**src/sv/rsk_pkg.sv**
```systemverilog
// rsk_pkg: shared types, constants and step helpers of the relay step keypad controller
// no dependencies; used by rsk_step, relay_step_keypad_controller and the bench
package rsk_pkg;

    // outcome of one step of a relay count
    typedef enum logic [1:0] {
        RES_NONE  = 2'd0,
        RES_STEP  = 2'd1,
        RES_LIMIT = 2'd2
    } t_res;

    // configuration register indexes
    localparam logic [1:0] CFG_CAP_MAX = 2'd0;
    localparam logic [1:0] CFG_CAP_MIN = 2'd1;
    localparam logic [1:0] CFG_IND_MAX = 2'd2;
    localparam logic [1:0] CFG_IND_MIN = 2'd3;

    // repeat timing of held buttons
    localparam logic [7:0] DELAY_SLOW = 8'd200;
    localparam logic [7:0] DELAY_MID  = 8'd100;
    localparam logic [7:0] DELAY_FAST = 8'd75;
    localparam logic [7:0] TRIG_MID   = 8'd8;
    localparam logic [7:0] TRIG_FAST  = 8'd32;

    localparam logic [7:0] BAR_ALL_ON = 8'hff;

    // button levels of one tick
    typedef struct packed {
        logic cap_up;
        logic cap_down;
        logic ind_up;
        logic ind_down;
        logic other_button;
        logic rf_absent;
        logic power_on;
    } t_keys;

    // count limits from the register file
    typedef struct packed {
        logic [7:0] cap_max;
        logic [7:0] cap_min;
        logic [7:0] ind_max;
        logic [7:0] ind_min;
    } t_limits;

    // controller state carried from tick to tick
    typedef struct packed {
        logic       session_on;
        logic [7:0] since_trigger;
        logic [7:0] repeat_delay;
        logic [7:0] trigger_count;
        logic [8:0] since_button;
        logic [6:0] since_blink;
        logic [7:0] cap_count;
        logic [7:0] ind_count;
        t_res       cap_result;
        t_res       ind_result;
        logic [7:0] blink_pattern;
        logic       upper_blinking;
        logic       lower_blinking;
        logic [2:0] upper_blinks;
        logic [2:0] lower_blinks;
    } t_state;

    // result of one tick
    typedef struct packed {
        logic       active;
        logic [7:0] upper_bar;
        logic [7:0] lower_bar;
        logic       draw_frame;
        logic       clear_display;
        logic       relays_write;
        logic [7:0] cap_value;
        logic [7:0] ind_value;
    } t_frame;

    // new count and outcome of one step
    typedef struct packed {
        logic [7:0] count;
        t_res       res;
    } t_step;

    // step a count up or down inside its limits, never wrapping
    function automatic t_step step_count(input logic [7:0] cnt, input logic up,
                                         input logic down, input logic [7:0] hi,
                                         input logic [7:0] lo);
        t_step r;
        r.count = cnt;
        r.res   = RES_NONE;
        if (up && down) begin
            r.res = RES_NONE;
        end else if (up) begin
            if (cnt < hi) begin
                r.count = cnt + 8'd1;
                r.res   = RES_STEP;
            end else begin
                r.res = RES_LIMIT;
            end
        end else if (down) begin
            if (cnt > lo) begin
                r.count = cnt - 8'd1;
                r.res   = RES_STEP;
            end else begin
                r.res = RES_LIMIT;
            end
        end
        return r;
    endfunction

    // repeat interval after a number of steps
    function automatic logic [7:0] delay_for(input logic [7:0] n);
        logic [7:0] d;
        if (n < TRIG_MID) begin
            d = DELAY_SLOW;
        end else if (n < TRIG_FAST) begin
            d = DELAY_MID;
        end else begin
            d = DELAY_FAST;
        end
        return d;
    endfunction

endpackage

```
**src/sv/relay_step_keypad_controller.sv**
```systemverilog
// relay_step_keypad_controller: top level with beat registers, limit registers and state
// depends on rsk_pkg and rsk_step
// a beat goes from the input register to the result register once the output side is free
// throughput: one beat per cycle unless the output stalls, each update one pass of rsk_step
// the registers decouple the two sides, so one more beat is taken while a result waits
// reset: synchronous, active low; clears session state, counts and valid flags,
// limits return to max 255 and min 0, the blink pattern to all ones
module relay_step_keypad_controller #(
    parameter int LINGER_TICKS  = 500,
    parameter int BLINK_TICKS   = 100,
    parameter int BLINK_TOGGLES = 6
) (
    input  logic        i_clk,
    input  logic        i_rst_n,
    // cap_up, cap_down, ind_up, ind_down, other_button, rf_absent, power_on, 0
    input  logic [7:0]  i_s_axis_tdata,
    input  logic        i_s_axis_tvalid,
    output logic        o_s_axis_tready,
    // active, upper_bar[8], lower_bar[8], draw_frame, clear_display,
    // relays_write, cap_value[8], ind_value[8], zero fill[4]
    output logic [39:0] o_m_axis_tdata,
    output logic        o_m_axis_tvalid,
    input  logic        i_m_axis_tready,
    input  logic        i_cfg_we,
    input  logic [1:0]  i_cfg_addr,
    input  logic [7:0]  i_cfg_data
);

    logic             r_in_valid;
    rsk_pkg::t_keys   r_in_keys;
    logic             r_out_valid;
    rsk_pkg::t_frame  r_out_frame;
    rsk_pkg::t_state  r_state;
    rsk_pkg::t_limits r_limits;
    rsk_pkg::t_state  n_state;
    rsk_pkg::t_frame  n_frame;
    rsk_pkg::t_keys   w_keys;
    rsk_pkg::t_state  w_rst_state;
    logic             w_in_fire;
    logic             w_work;

    // unpack the input beat
    assign w_keys.cap_up       = i_s_axis_tdata[0];
    assign w_keys.cap_down     = i_s_axis_tdata[1];
    assign w_keys.ind_up       = i_s_axis_tdata[2];
    assign w_keys.ind_down     = i_s_axis_tdata[3];
    assign w_keys.other_button = i_s_axis_tdata[4];
    assign w_keys.rf_absent    = i_s_axis_tdata[5];
    assign w_keys.power_on     = i_s_axis_tdata[6];

    // handshake of the two register stages
    assign w_work          = r_in_valid && (!r_out_valid || i_m_axis_tready);
    assign o_s_axis_tready = !r_in_valid || w_work;
    assign w_in_fire       = i_s_axis_tvalid && o_s_axis_tready;

    // input register
    always_ff @(posedge i_clk) begin
        if (!i_rst_n) begin
            r_in_valid <= 1'b0;
        end else if (w_in_fire) begin
            r_in_valid <= 1'b1;
        end else if (w_work) begin
            r_in_valid <= 1'b0;
        end
    end

    always_ff @(posedge i_clk) begin
        if (w_in_fire) begin
            r_in_keys <= w_keys;
        end
    end

    // per-tick update
    rsk_step #(
        .LINGER_TICKS  (LINGER_TICKS),
        .BLINK_TICKS   (BLINK_TICKS),
        .BLINK_TOGGLES (BLINK_TOGGLES)
    ) u_step (
        .i_keys   (r_in_keys),
        .i_limits (r_limits),
        .i_state  (r_state),
        .o_state  (n_state),
        .o_frame  (n_frame)
    );

    // reset value of the controller state
    always_comb begin
        w_rst_state               = '0;
        w_rst_state.cap_result    = rsk_pkg::RES_NONE;
        w_rst_state.ind_result    = rsk_pkg::RES_NONE;
        w_rst_state.blink_pattern = rsk_pkg::BAR_ALL_ON;
    end

    // controller state
    always_ff @(posedge i_clk) begin
        if (!i_rst_n) begin
            r_state <= w_rst_state;
        end else if (w_work) begin
            r_state <= n_state;
        end
    end

    // result register
    always_ff @(posedge i_clk) begin
        if (!i_rst_n) begin
            r_out_valid <= 1'b0;
        end else if (w_work) begin
            r_out_valid <= 1'b1;
        end else if (i_m_axis_tready) begin
            r_out_valid <= 1'b0;
        end
    end

    always_ff @(posedge i_clk) begin
        if (w_work) begin
            r_out_frame <= n_frame;
        end
    end

    // limit registers
    always_ff @(posedge i_clk) begin
        if (!i_rst_n) begin
            r_limits.cap_max <= 8'hff;
            r_limits.cap_min <= 8'h00;
            r_limits.ind_max <= 8'hff;
            r_limits.ind_min <= 8'h00;
        end else if (i_cfg_we) begin
            case (i_cfg_addr)
                rsk_pkg::CFG_CAP_MAX: r_limits.cap_max <= i_cfg_data;
                rsk_pkg::CFG_CAP_MIN: r_limits.cap_min <= i_cfg_data;
                rsk_pkg::CFG_IND_MAX: r_limits.ind_max <= i_cfg_data;
                rsk_pkg::CFG_IND_MIN: r_limits.ind_min <= i_cfg_data;
                default: ;
            endcase
        end
    end

    // pack the result beat
    assign o_m_axis_tvalid = r_out_valid;
    assign o_m_axis_tdata  = {4'b0000,
                              r_out_frame.ind_value,
                              r_out_frame.cap_value,
                              r_out_frame.relays_write,
                              r_out_frame.clear_display,
                              r_out_frame.draw_frame,
                              r_out_frame.lower_bar,
                              r_out_frame.upper_bar,
                              r_out_frame.active};

`ifndef SYNTHESIS
    // state moves only when a beat is worked
    a_state_hold: assert property (@(posedge i_clk) disable iff (!i_rst_n)
        !w_work |=> $stable(r_state))
        else $error("state changed without a beat");

    // a relay write always comes with a changed count
    a_write_changes: assert property (@(posedge i_clk) disable iff (!i_rst_n)
        w_work && n_frame.relays_write |=>
            (r_state.cap_count != $past(r_state.cap_count)) ||
            (r_state.ind_count != $past(r_state.ind_count)))
        else $error("relay write without a count change");

    // a clear pulse closes the session
    a_clear_ends: assert property (@(posedge i_clk) disable iff (!i_rst_n)
        w_work && n_frame.clear_display |=> !r_state.session_on && !r_out_frame.active)
        else $error("session still running after clear");

    // a worked beat is presented on the result side
    a_work_shows: assert property (@(posedge i_clk) disable iff (!i_rst_n)
        w_work |=> o_m_axis_tvalid)
        else $error("worked beat not presented");
`endif

endmodule

```
**src/sv/rsk_step.sv**
```systemverilog
// rsk_step: per-tick update of the keypad session, stepping and bar blinking
// depends on rsk_pkg; purely combinational, registered by the top level
module rsk_step #(
    parameter int LINGER_TICKS  = 500,
    parameter int BLINK_TICKS   = 100,
    parameter int BLINK_TOGGLES = 6
) (
    input  rsk_pkg::t_keys   i_keys,
    input  rsk_pkg::t_limits i_limits,
    input  rsk_pkg::t_state  i_state,
    output rsk_pkg::t_state  o_state,
    output rsk_pkg::t_frame  o_frame
);

    localparam logic [8:0] LINGER_LIM  = 9'(LINGER_TICKS);
    localparam logic [6:0] BLINK_LIM   = 7'(BLINK_TICKS);
    localparam logic [2:0] TOGGLE_LIM  = 3'(BLINK_TOGGLES);

    rsk_pkg::t_state w_s;
    rsk_pkg::t_frame w_f;
    rsk_pkg::t_step  w_cap;
    rsk_pkg::t_step  w_ind;
    logic            w_relay;
    logic            w_end;
    logic [7:0]      w_fu;
    logic [7:0]      w_fl;

    // one tick of the session
    always_comb begin
        w_s     = i_state;
        w_f     = '0;
        w_end   = 1'b0;
        w_fu    = '0;
        w_fl    = '0;
        w_relay = i_keys.cap_up | i_keys.cap_down | i_keys.ind_up | i_keys.ind_down;
        w_cap   = rsk_pkg::step_count(w_s.cap_count, i_keys.cap_up, i_keys.cap_down,
                                      i_limits.cap_max, i_limits.cap_min);
        w_ind   = rsk_pkg::step_count(w_s.ind_count, i_keys.ind_up, i_keys.ind_down,
                                      i_limits.ind_max, i_limits.ind_min);

        // session start on a relay button with power on
        if (!w_s.session_on && i_keys.power_on && w_relay) begin
            w_s.session_on    = 1'b1;
            w_s.since_trigger = '0;
            w_s.repeat_delay  = '0;
            w_s.trigger_count = '0;
            w_s.cap_result    = rsk_pkg::RES_NONE;
            w_s.ind_result    = rsk_pkg::RES_NONE;
            w_s.since_button  = '0;
        end

        if (w_s.session_on) begin
            // end on idle timeout or a foreign button
            if (w_relay) begin
                w_s.since_button = '0;
            end else if (i_keys.other_button) begin
                w_end = 1'b1;
            end
            if (w_s.since_button >= LINGER_LIM) begin
                w_end = 1'b1;
            end

            if (w_end) begin
                w_s.session_on  = 1'b0;
                w_f.clear_display = 1'b1;
            end else begin
                // repeat stepping
                if (w_s.since_trigger >= w_s.repeat_delay) begin
                    w_s.since_trigger = '0;
                    w_s.cap_count     = w_cap.count;
                    w_s.cap_result    = w_cap.res;
                    w_s.ind_count     = w_ind.count;
                    w_s.ind_result    = w_ind.res;
                    w_f.relays_write  = (w_cap.res == rsk_pkg::RES_STEP) ||
                                        (w_ind.res == rsk_pkg::RES_STEP);
                    if (w_s.trigger_count != 8'hff) begin
                        w_s.trigger_count = w_s.trigger_count + 8'd1;
                    end
                    w_s.repeat_delay = rsk_pkg::delay_for(w_s.trigger_count);
                end

                // blink start at a limit
                if (!w_s.upper_blinking && !w_s.lower_blinking &&
                    (w_s.cap_result == rsk_pkg::RES_LIMIT ||
                     w_s.ind_result == rsk_pkg::RES_LIMIT)) begin
                    w_s.since_blink   = '0;
                    w_s.blink_pattern = rsk_pkg::BAR_ALL_ON;
                end
                if (w_s.cap_result == rsk_pkg::RES_STEP) begin
                    w_s.lower_blinking = 1'b0;
                end else if (w_s.cap_result == rsk_pkg::RES_LIMIT) begin
                    w_s.lower_blinking = 1'b1;
                    w_s.lower_blinks   = '0;
                end
                if (w_s.ind_result == rsk_pkg::RES_STEP) begin
                    w_s.upper_blinking = 1'b0;
                end else if (w_s.ind_result == rsk_pkg::RES_LIMIT) begin
                    w_s.upper_blinking = 1'b1;
                    w_s.upper_blinks   = '0;
                end

                // bar frames and blink toggling
                w_fu = w_s.ind_count;
                w_fl = w_s.cap_count;
                if (w_s.upper_blinking || w_s.lower_blinking) begin
                    if (w_s.upper_blinking) begin
                        w_fu = w_s.blink_pattern;
                    end
                    if (w_s.lower_blinking) begin
                        w_fl = w_s.blink_pattern;
                    end
                    if (w_s.since_blink >= BLINK_LIM) begin
                        w_s.since_blink = '0;
                        if (w_s.upper_blinking) begin
                            w_s.upper_blinks = w_s.upper_blinks + 3'd1;
                        end
                        if (w_s.upper_blinks == TOGGLE_LIM) begin
                            w_s.upper_blinking = 1'b0;
                        end
                        if (w_s.lower_blinking) begin
                            w_s.lower_blinks = w_s.lower_blinks + 3'd1;
                        end
                        if (w_s.lower_blinks == TOGGLE_LIM) begin
                            w_s.lower_blinking = 1'b0;
                        end
                        w_s.blink_pattern = ~w_s.blink_pattern;
                    end
                end

                w_f.active     = 1'b1;
                w_f.upper_bar  = w_fu;
                w_f.lower_bar  = w_fl;
                w_f.draw_frame = i_keys.rf_absent;

                // saturating session timers
                if (w_s.since_trigger != 8'hff) begin
                    w_s.since_trigger = w_s.since_trigger + 8'd1;
                end
                if (w_s.since_button != 9'h1ff) begin
                    w_s.since_button = w_s.since_button + 9'd1;
                end
            end
        end

        // blink timer runs on every tick
        if (w_s.since_blink != 7'h7f) begin
            w_s.since_blink = w_s.since_blink + 7'd1;
        end

        w_f.cap_value = w_s.cap_count;
        w_f.ind_value = w_s.ind_count;
    end

    assign o_state = w_s;
    assign o_frame = w_f;

endmodule

```
**config.mk**
```make
export PLATFORM = sky130hd
export DESIGN_NAME = relay_step_keypad_controller
export DESIGN_NICKNAME = d
export VERILOG_FILES = /design/src/sv/rsk_pkg.sv /design/src/sv/relay_step_keypad_controller.sv /design/src/sv/rsk_step.sv
export SDC_FILE = /design/constraint.sdc
export NUM_CORES = 1
export LEC_CHECK = 0
export ABC_AREA = 1
export BUFFER_PORTS_ARGS = -buffer_cell sky130_fd_sc_hd__buf_4
export CORE_UTILIZATION = 45
export CTS_CLUSTER_SIZE = 20
export DETAILED_ROUTE_END_ITERATION = 10
export GPL_ROUTABILITY_DRIVEN = 0
export PLACE_DENSITY_LB_ADDON = 0.25
export SLEW_MARGIN = 10
export SYNTH_ARGS = -nofsm -noshare
export SYNTH_HDL_FRONTEND = slang
export SYNTH_SLANG_ARGS = --single-unit
export TNS_END_PERCENT = 20
```
**constraint.sdc**
```tcl
create_clock -name i_clk -period 3.9 [get_ports i_clk]
set_clock_uncertainty 0.15 [all_clocks]
set_input_delay 0.78 -clock i_clk [delete_from_list [all_inputs] [get_ports i_clk]]
set_output_delay 0.78 -clock i_clk [all_outputs]
set_load 0.01 [all_outputs]
```
==> impl_metrics.env, run 1 <==
export IMPL_status="finished, violations left"
export IMPL_violations="setup timing"
export IMPL_pin_count=65
export IMPL_yosysSeqAreaShare_pct=39.6
export IMPL_clk_path_buf_depth=2
export IMPL_crit_path_top_delay_cell="edfxtp_1"
export IMPL_min_period_ns=3.98
export IMPL_ctsRootBufferMaster="clkbuf_16"
export IMPL_start_util_pct=46.6
export IMPL_critPathArrivalTime_ns=4.14
export IMPL_p_sw_share_pct=32.3
export IMPL_dieWidth_um=142
export IMPL_crit_type="reg2reg"
export IMPL_core_area_mm2=0.0190
export IMPL_grt_max_degree=71
export IMPL_seq_power_share_pct=40.3
export IMPL_synthFlopType="dfxtp_1"
export IMPL_setup_ws_ns=-0.0823
export IMPL_critPathCaptureType="flip-flop"
export IMPL_whs_ns=0.306
export IMPL_grt_overflow_total=0
export IMPL_cts_max_level=4
export IMPL_vdd_drop_max_mv=0.340
export IMPL_yosys_top_cells_count="nand2_1 (222), inv_1 (166), o21ai_0 (117), dfxtp_1 (111), a21oi_1 (104)"
export IMPL_cts_sinks=154
export IMPL_numPortBuffers=59
export IMPL_startpoint_type="flip-flop"
export IMPL_vias=8032
export IMPL_crit_buf_inv=8
export IMPL_die_h_um=142
export IMPL_area_growth_syn_to_layout_pct=22.9
export IMPL_synth_top_area_share_pct=25.1
export IMPL_drt_iter0_drc=528
export IMPL_critPathTopFamily="simple AND/OR/NAND/NOR gates"
export IMPL_drc=0
export IMPL_relSlewSlack_pct=43.1
export IMPL_worstSkewPairLatency_ns=0.43
export IMPL_finalCoreUtilization_pct=57.3
export IMPL_finalSetupTns_ns=-0.328
export IMPL_synthArstFlopShare_pct=0
export IMPL_synth_seq_cells=154
export IMPL_grt_total_usage_pct=22.5
export IMPL_wirelength_um=22500
export IMPL_drive_gt1_share_pct=20.6
export IMPL_num_antenna_cells=0
export IMPL_final_period_utilization_pct=102
export IMPL_path_clk_slew_ns=0.07
export IMPL_cp_required_ns=4.06
export IMPL_row_count=50
export IMPL_fmax_mhz=251
export IMPL_die_area_mm2=0.0203
export IMPL_pwr_share_comb_pct=24.0
export IMPL_drv_slew=0
export IMPL_synth_edf_count=43
export IMPL_hpwl_um=15700
export IMPL_viasPerCell=5.19
export IMPL_maxCapViolCount=0
export IMPL_hold_buffers=0
export IMPL_max_stage_delay_ns=0.44
export IMPL_final_antenna_net_count=0
export IMPL_cts_tree="done"
export IMPL_synth_distinct_cells=55
export IMPL_grt_pass1_wl_um=35800
export IMPL_fin_nets=1346
export IMPL_min_path_type="reg2reg"
export IMPL_avgRoutedWirePerCell_um=14.6
export IMPL_grt_pass1_vias=7250
export IMPL_cts_buffers=17
export IMPL_yosysTopAreaCell="dfxtp_1"
export IMPL_postSynthAreaPerCell_um2=7.55
export IMPL_hold_violations=0
export IMPL_syn_inst=1175
export IMPL_clkPwrFrac_pct=35.8
export IMPL_rsz0062_at_grt="yes"
export IMPL_syn_area_mm2=0.00887
export IMPL_synth_area_top_cells="dfxtp_1 (25%), edfxtp_1 (15%), nand2_1 (9.4%)"
export IMPL_internal_power_w=0.00304
export IMPL_power_w=0.00449
export IMPL_yosys_warnings=0
export IMPL_antenna_found_initial=0
export IMPL_setup_viol=5
export IMPL_p_leak_nw=4.82
export IMPL_post_synth_top_count_cell="nand2_1"
export IMPL_p_switching_w=0.00145
export IMPL_worstMarginPinSlew_ns=0.842
export IMPL_crit_path_frequent_cell="nand2_2"
export IMPL_p_per_area_mw_per_mm2=412
export IMPL_drtPass1Iterations=6
export IMPL_cp_max_fo=7
worst min-delay path, cell delays in order (launching register included):
cell and delay, ns:
dfxtp_1 0.30, inv_1 0.06, a21oi_1 0.05
power by group through the flow:
stage	clock network [W]	registers, W	logic, W
finish	0.00161	0.00181	0.00108
global route	0.00171	0.00182	0.00119
CTS	0.00163	0.00181	0.000961
detailed placement	0	0.00184	0.000952
global placement	0	0.00184	0.000939
floorplan	0	0.00184	0.000635
timing repair:
item,4_1_cts,5_1_grt
pin swaps,2,37
gates cloned,1,0
setup endpoints to repair,4,17
resized for setup,2,68
setup buffers,2,20
kinds of logic after synthesis:
logic type,Yosys count,synth area share [%]
compound gates,296,18.9
buf+inv,234,10.4
other cells,1,0.0423
xor+xnor,25,2.47
simple gates,416,21.7
flops,154,39.6
fa+ha+maj,49,6.91
final timing paths:
check                             from                        end  slack (ns)  cells after the start
max             r_in_keys[4]$_DFFE_PP_   r_state[40]$_SDFFE_PN0P_       -0.08                     31
min          r_limits[23]$_SDFFE_PN0P_  r_limits[23]$_SDFFE_PN0P_        0.31                      2
max reg2reg     r_in_keys[4]$_DFFE_PP_   r_state[40]$_SDFFE_PN0P_       -0.08                     31
min reg2reg  r_limits[23]$_SDFFE_PN0P_  r_limits[23]$_SDFFE_PN0P_        0.31                      2
layer usage:
metal / vias to the layer above / routed length, um / track usage, %
met5: - / 0 / 0
met4: 0 / 445 / 8.04
met2: 195 / 10200 / 35.4
li1: 4100 / - / -
met3: 36 / 1050 / 3.60
met1: 3701 / 10800 / 31.1
sequential cells by signal, summed over array words and instances, names as in the netlist:
name / cells
o_m_axis_tvalid: 1
r_state: 77
r_limits: 32
r_in_valid: 1
r_in_keys: 7
o_m_axis_tdata: 36
per-stage QoR:
step,cells,setup slack [ns],cell area (um2)
5_1_grt,1547,-0.300,10900
3_3_place_gp,1492,0.0331,9860
2_1_floorplan,1178,-0.0131,8970
4_1_cts,1527,0.0107,10500
3_5_place_dp,1492,-0.0457,9860
6_report,1547,-0.0823,10900
layout make-up:
class                           count  area [um2]
Fill cell                        1765        8120
Multi-Input combinational cell    791        4770
Sequential cell                   154        3510
Timing Repair Buffer              127        1000
Inverter                          183         722
Clock buffer                       17         425
Tap cell                          260         325
Clock inverter                     15         143
layout by cell type, fill, tap and decap left out, types with 5 or more instances in the layout:
cell type and instances:
ha_1 41, clkbuf_16 17, nor2_2 6, ha_4 8, o21ai_0 112, nand2_2 20, a31oi_1 9, inv_2 18
o21ai_1 6, edfxtp_1 43, a21oi_1 101, nand2_1 206, xnor2_1 7, o211ai_1 27, xor2_1 18, inv_1 155
nand4_1 15, o221ai_1 5, nand3_1 38, a211oi_1 5, nor2_1 71, a221oi_1 5, dfxtp_1 111, inv_6 5
clkinv_4 5, nor2_4 13, buf_4 120, nand2_4 10, nor3_1 13
Note: power is estimated with default switching activity, not from simulation.
==> inputs of run 2 (changes only) <==
==> constraint.sdc (replaced) <==
create_clock -name i_clk -period 4.31 [get_ports i_clk]
set_clock_uncertainty 0.15 [all_clocks]
set_input_delay 0.862 -clock i_clk [delete_from_list [all_inputs] [get_ports i_clk]]
set_output_delay 0.862 -clock i_clk [all_outputs]
set_load 0.01 [all_outputs]
==> impl_metrics.env, run 2 (synthesis gave the netlist of run 1 again) <==
export IMPL_clkPwrFrac_pct=37.8
export IMPL_path_clk_slew_ns=0.07
export IMPL_worstSkewPairLatency_ns=0.43
export IMPL_crit_path_frequent_cell="nand2_4"
export IMPL_area_growth_syn_to_layout_pct=16.8
export IMPL_hpwl_um=15600
export IMPL_antenna_found_initial=0
export IMPL_cp_max_fo=8
export IMPL_final_period_utilization_pct=92.8
export IMPL_multi_input_area_mm2=0.00450
export IMPL_p_per_area_mw_per_mm2=383
export IMPL_avgRoutedWirePerCell_um=14.4
export IMPL_num_antenna_cells=0
export IMPL_start_util_pct=46.6
export IMPL_pin_count=65
export IMPL_grt_overflow_total=0
export IMPL_grt_max_degree=71
export IMPL_cts_buffers=17
export IMPL_setup_viol=0
export IMPL_cts_tree="done"
export IMPL_row_count=50
export IMPL_min_path_type="reg2reg"
export IMPL_critPathArrivalTime_ns=4.18
export IMPL_status="completed"
export IMPL_fin_nets=1313
export IMPL_drc=0
export IMPL_grt_total_usage_pct=22.1
export IMPL_clk_path_buf_depth=2
export IMPL_wl_met2_um=10400
export IMPL_largest_reg_flops=77
export IMPL_p_leak_nw=4.62
export IMPL_fillers=1838
export IMPL_cp_required_ns=4.49
export IMPL_finalSetupTns_ns=0
export IMPL_cts_sinks=154
export IMPL_crit_type="reg2reg"
export IMPL_cts_max_level=4
export IMPL_grt_pass1_wl_um=35300
export IMPL_core_area_mm2=0.0190
export IMPL_drive_gt1_share_pct=14.8
export IMPL_finalCoreUtilization_pct=54.5
export IMPL_stdcell_area_mm2=0.0104
export IMPL_register_area_mm2=0.00351
export IMPL_numPortBuffers=59
export IMPL_startpoint_type="flip-flop"
export IMPL_grt_pass1_vias=7096
export IMPL_p_switching_w=0.00122
export IMPL_min_period_ns=4.00
export IMPL_drtPass1Iterations=5
export IMPL_drv_slew=0
export IMPL_power_w=0.00397
export IMPL_ctsRootBufferMaster="clkbuf_16"
export IMPL_pwr_share_comb_pct=21.1
export IMPL_wl_met3_um=829
export IMPL_hold_buffers=0
export IMPL_p_sw_share_pct=30.7
export IMPL_dieWidth_um=142
export IMPL_crit_path_top_delay_cell="edfxtp_1"
export IMPL_critPathCaptureType="flip-flop"
export IMPL_seq_power_share_pct=41.2
export IMPL_fmax_mhz=250
export IMPL_drt_iter0_drc=567
export IMPL_wirelength_um=21800
export IMPL_internal_power_w=0.00275
export IMPL_place_area_mm2=0.00965
export IMPL_vdd_drop_max_mv=0.288
export IMPL_final_antenna_net_count=0
export IMPL_largest_register="r_state"
export IMPL_maxCapViolCount=0
export IMPL_vias=7833
export IMPL_die_h_um=142
export IMPL_relSlewSlack_pct=45.4
export IMPL_viasPerCell=5.17
export IMPL_worstMarginPinSlew_ns=0.809
export IMPL_whs_ns=0.302
export IMPL_final_common_cell="nand2_1"
export IMPL_dr_max_layer_used="met4"
export IMPL_mostFrequentLayoutCells="nand2_1 (222), inv_1 (161), o21ai_0 (116)"
export IMPL_die_area_mm2=0.0203
export IMPL_hold_violations=0
export IMPL_max_stage_delay_ns=0.38
export IMPL_met1_length_um=10200
-- run 2: cell count changes in the layout (fill, tap and decap cells not counted), moves of 4 or more --
cell	delta
ha_4	-8
nor2_4	-6
nand2_2	-10
inv_1	+6
ha_1	+7
nand2_4	-6
buf_4	-27
nand2_1	+16
nor2_1	+7
buf_6	-4
o21ai_0	+4
-- run 2: final cells by class --
| class | instances | area share (%) |
|---|---|---|
| inverter | 183 | 6.76 |
| clock buffer | 22 | 4.79 |
| multi-input combinational | 791 | 43.4 |
| timing repair buffer | 94 | 6.93 |
| sequential | 154 | 33.9 |
| tap | 260 | 3.14 |
| clock inverter | 10 | 1.01 |
-- run 2: per-layer routing --
layer  vias to the layer above  track usage (%)
li1                       4049                -
met1                      3592             29.2
met2                       166             36.8
met3                        26             3.30
met4                         0             7.47
met5                         -                0
-- run 2: what timing repair did --
item                                   CTS  global route
resized for setup                        0            15
buffers inserted                         0             6
setup endpoints to repair                0             9
endpoints found under the hold margin    0             0
-- run 2: through the flow --
stage               cells  setup WS [ns]
global placement     1475          0.129
detailed placement   1475         0.0120
global route         1514        -0.0243
finish               1514          0.310
CTS                  1507        0.00888
floorplan            1178          0.225
-- run 2: critical path, delay by kind of cell, from the launching register on --
| kind | cells | cell delay, ns |
|---|---|---|
| AOI/OAI and AO/OA | 4 | 0.54 |
| buffers and inverters | 7 | 0.69 |
| and+or+nand+nor | 16 | 1.71 |
| DFF | 1 | 0.38 |
| adders and majority gates | 2 | 0.43 |
-- run 2: worst paths after layout --
kind                                                from                       end  slack [ns]  depth (start not counted)
worst max register to register    r_in_keys[5]$_DFFE_PP_  r_state[37]$_SDFFE_PN0P_        0.31                         29
worst max-delay path              r_in_keys[5]$_DFFE_PP_  r_state[37]$_SDFFE_PN0P_        0.31                         29
worst min-delay path            r_limits[0]$_SDFFE_PN0P_  r_limits[0]$_SDFFE_PN0P_        0.30                          2
worst min register to register  r_limits[0]$_SDFFE_PN0P_  r_limits[0]$_SDFFE_PN0P_        0.30                          2
-- run 2: power by group through the flow --
stage,sequential [W],combinational [W],clock [W]
floorplan,0.00166,0.000553,0
global placement,0.00167,0.000795,0
detailed placement,0.00167,0.000810,0
CTS,0.00163,0.000815,0.00152
global route,0.00164,0.000933,0.00159
finish,0.00164,0.000836,0.00150
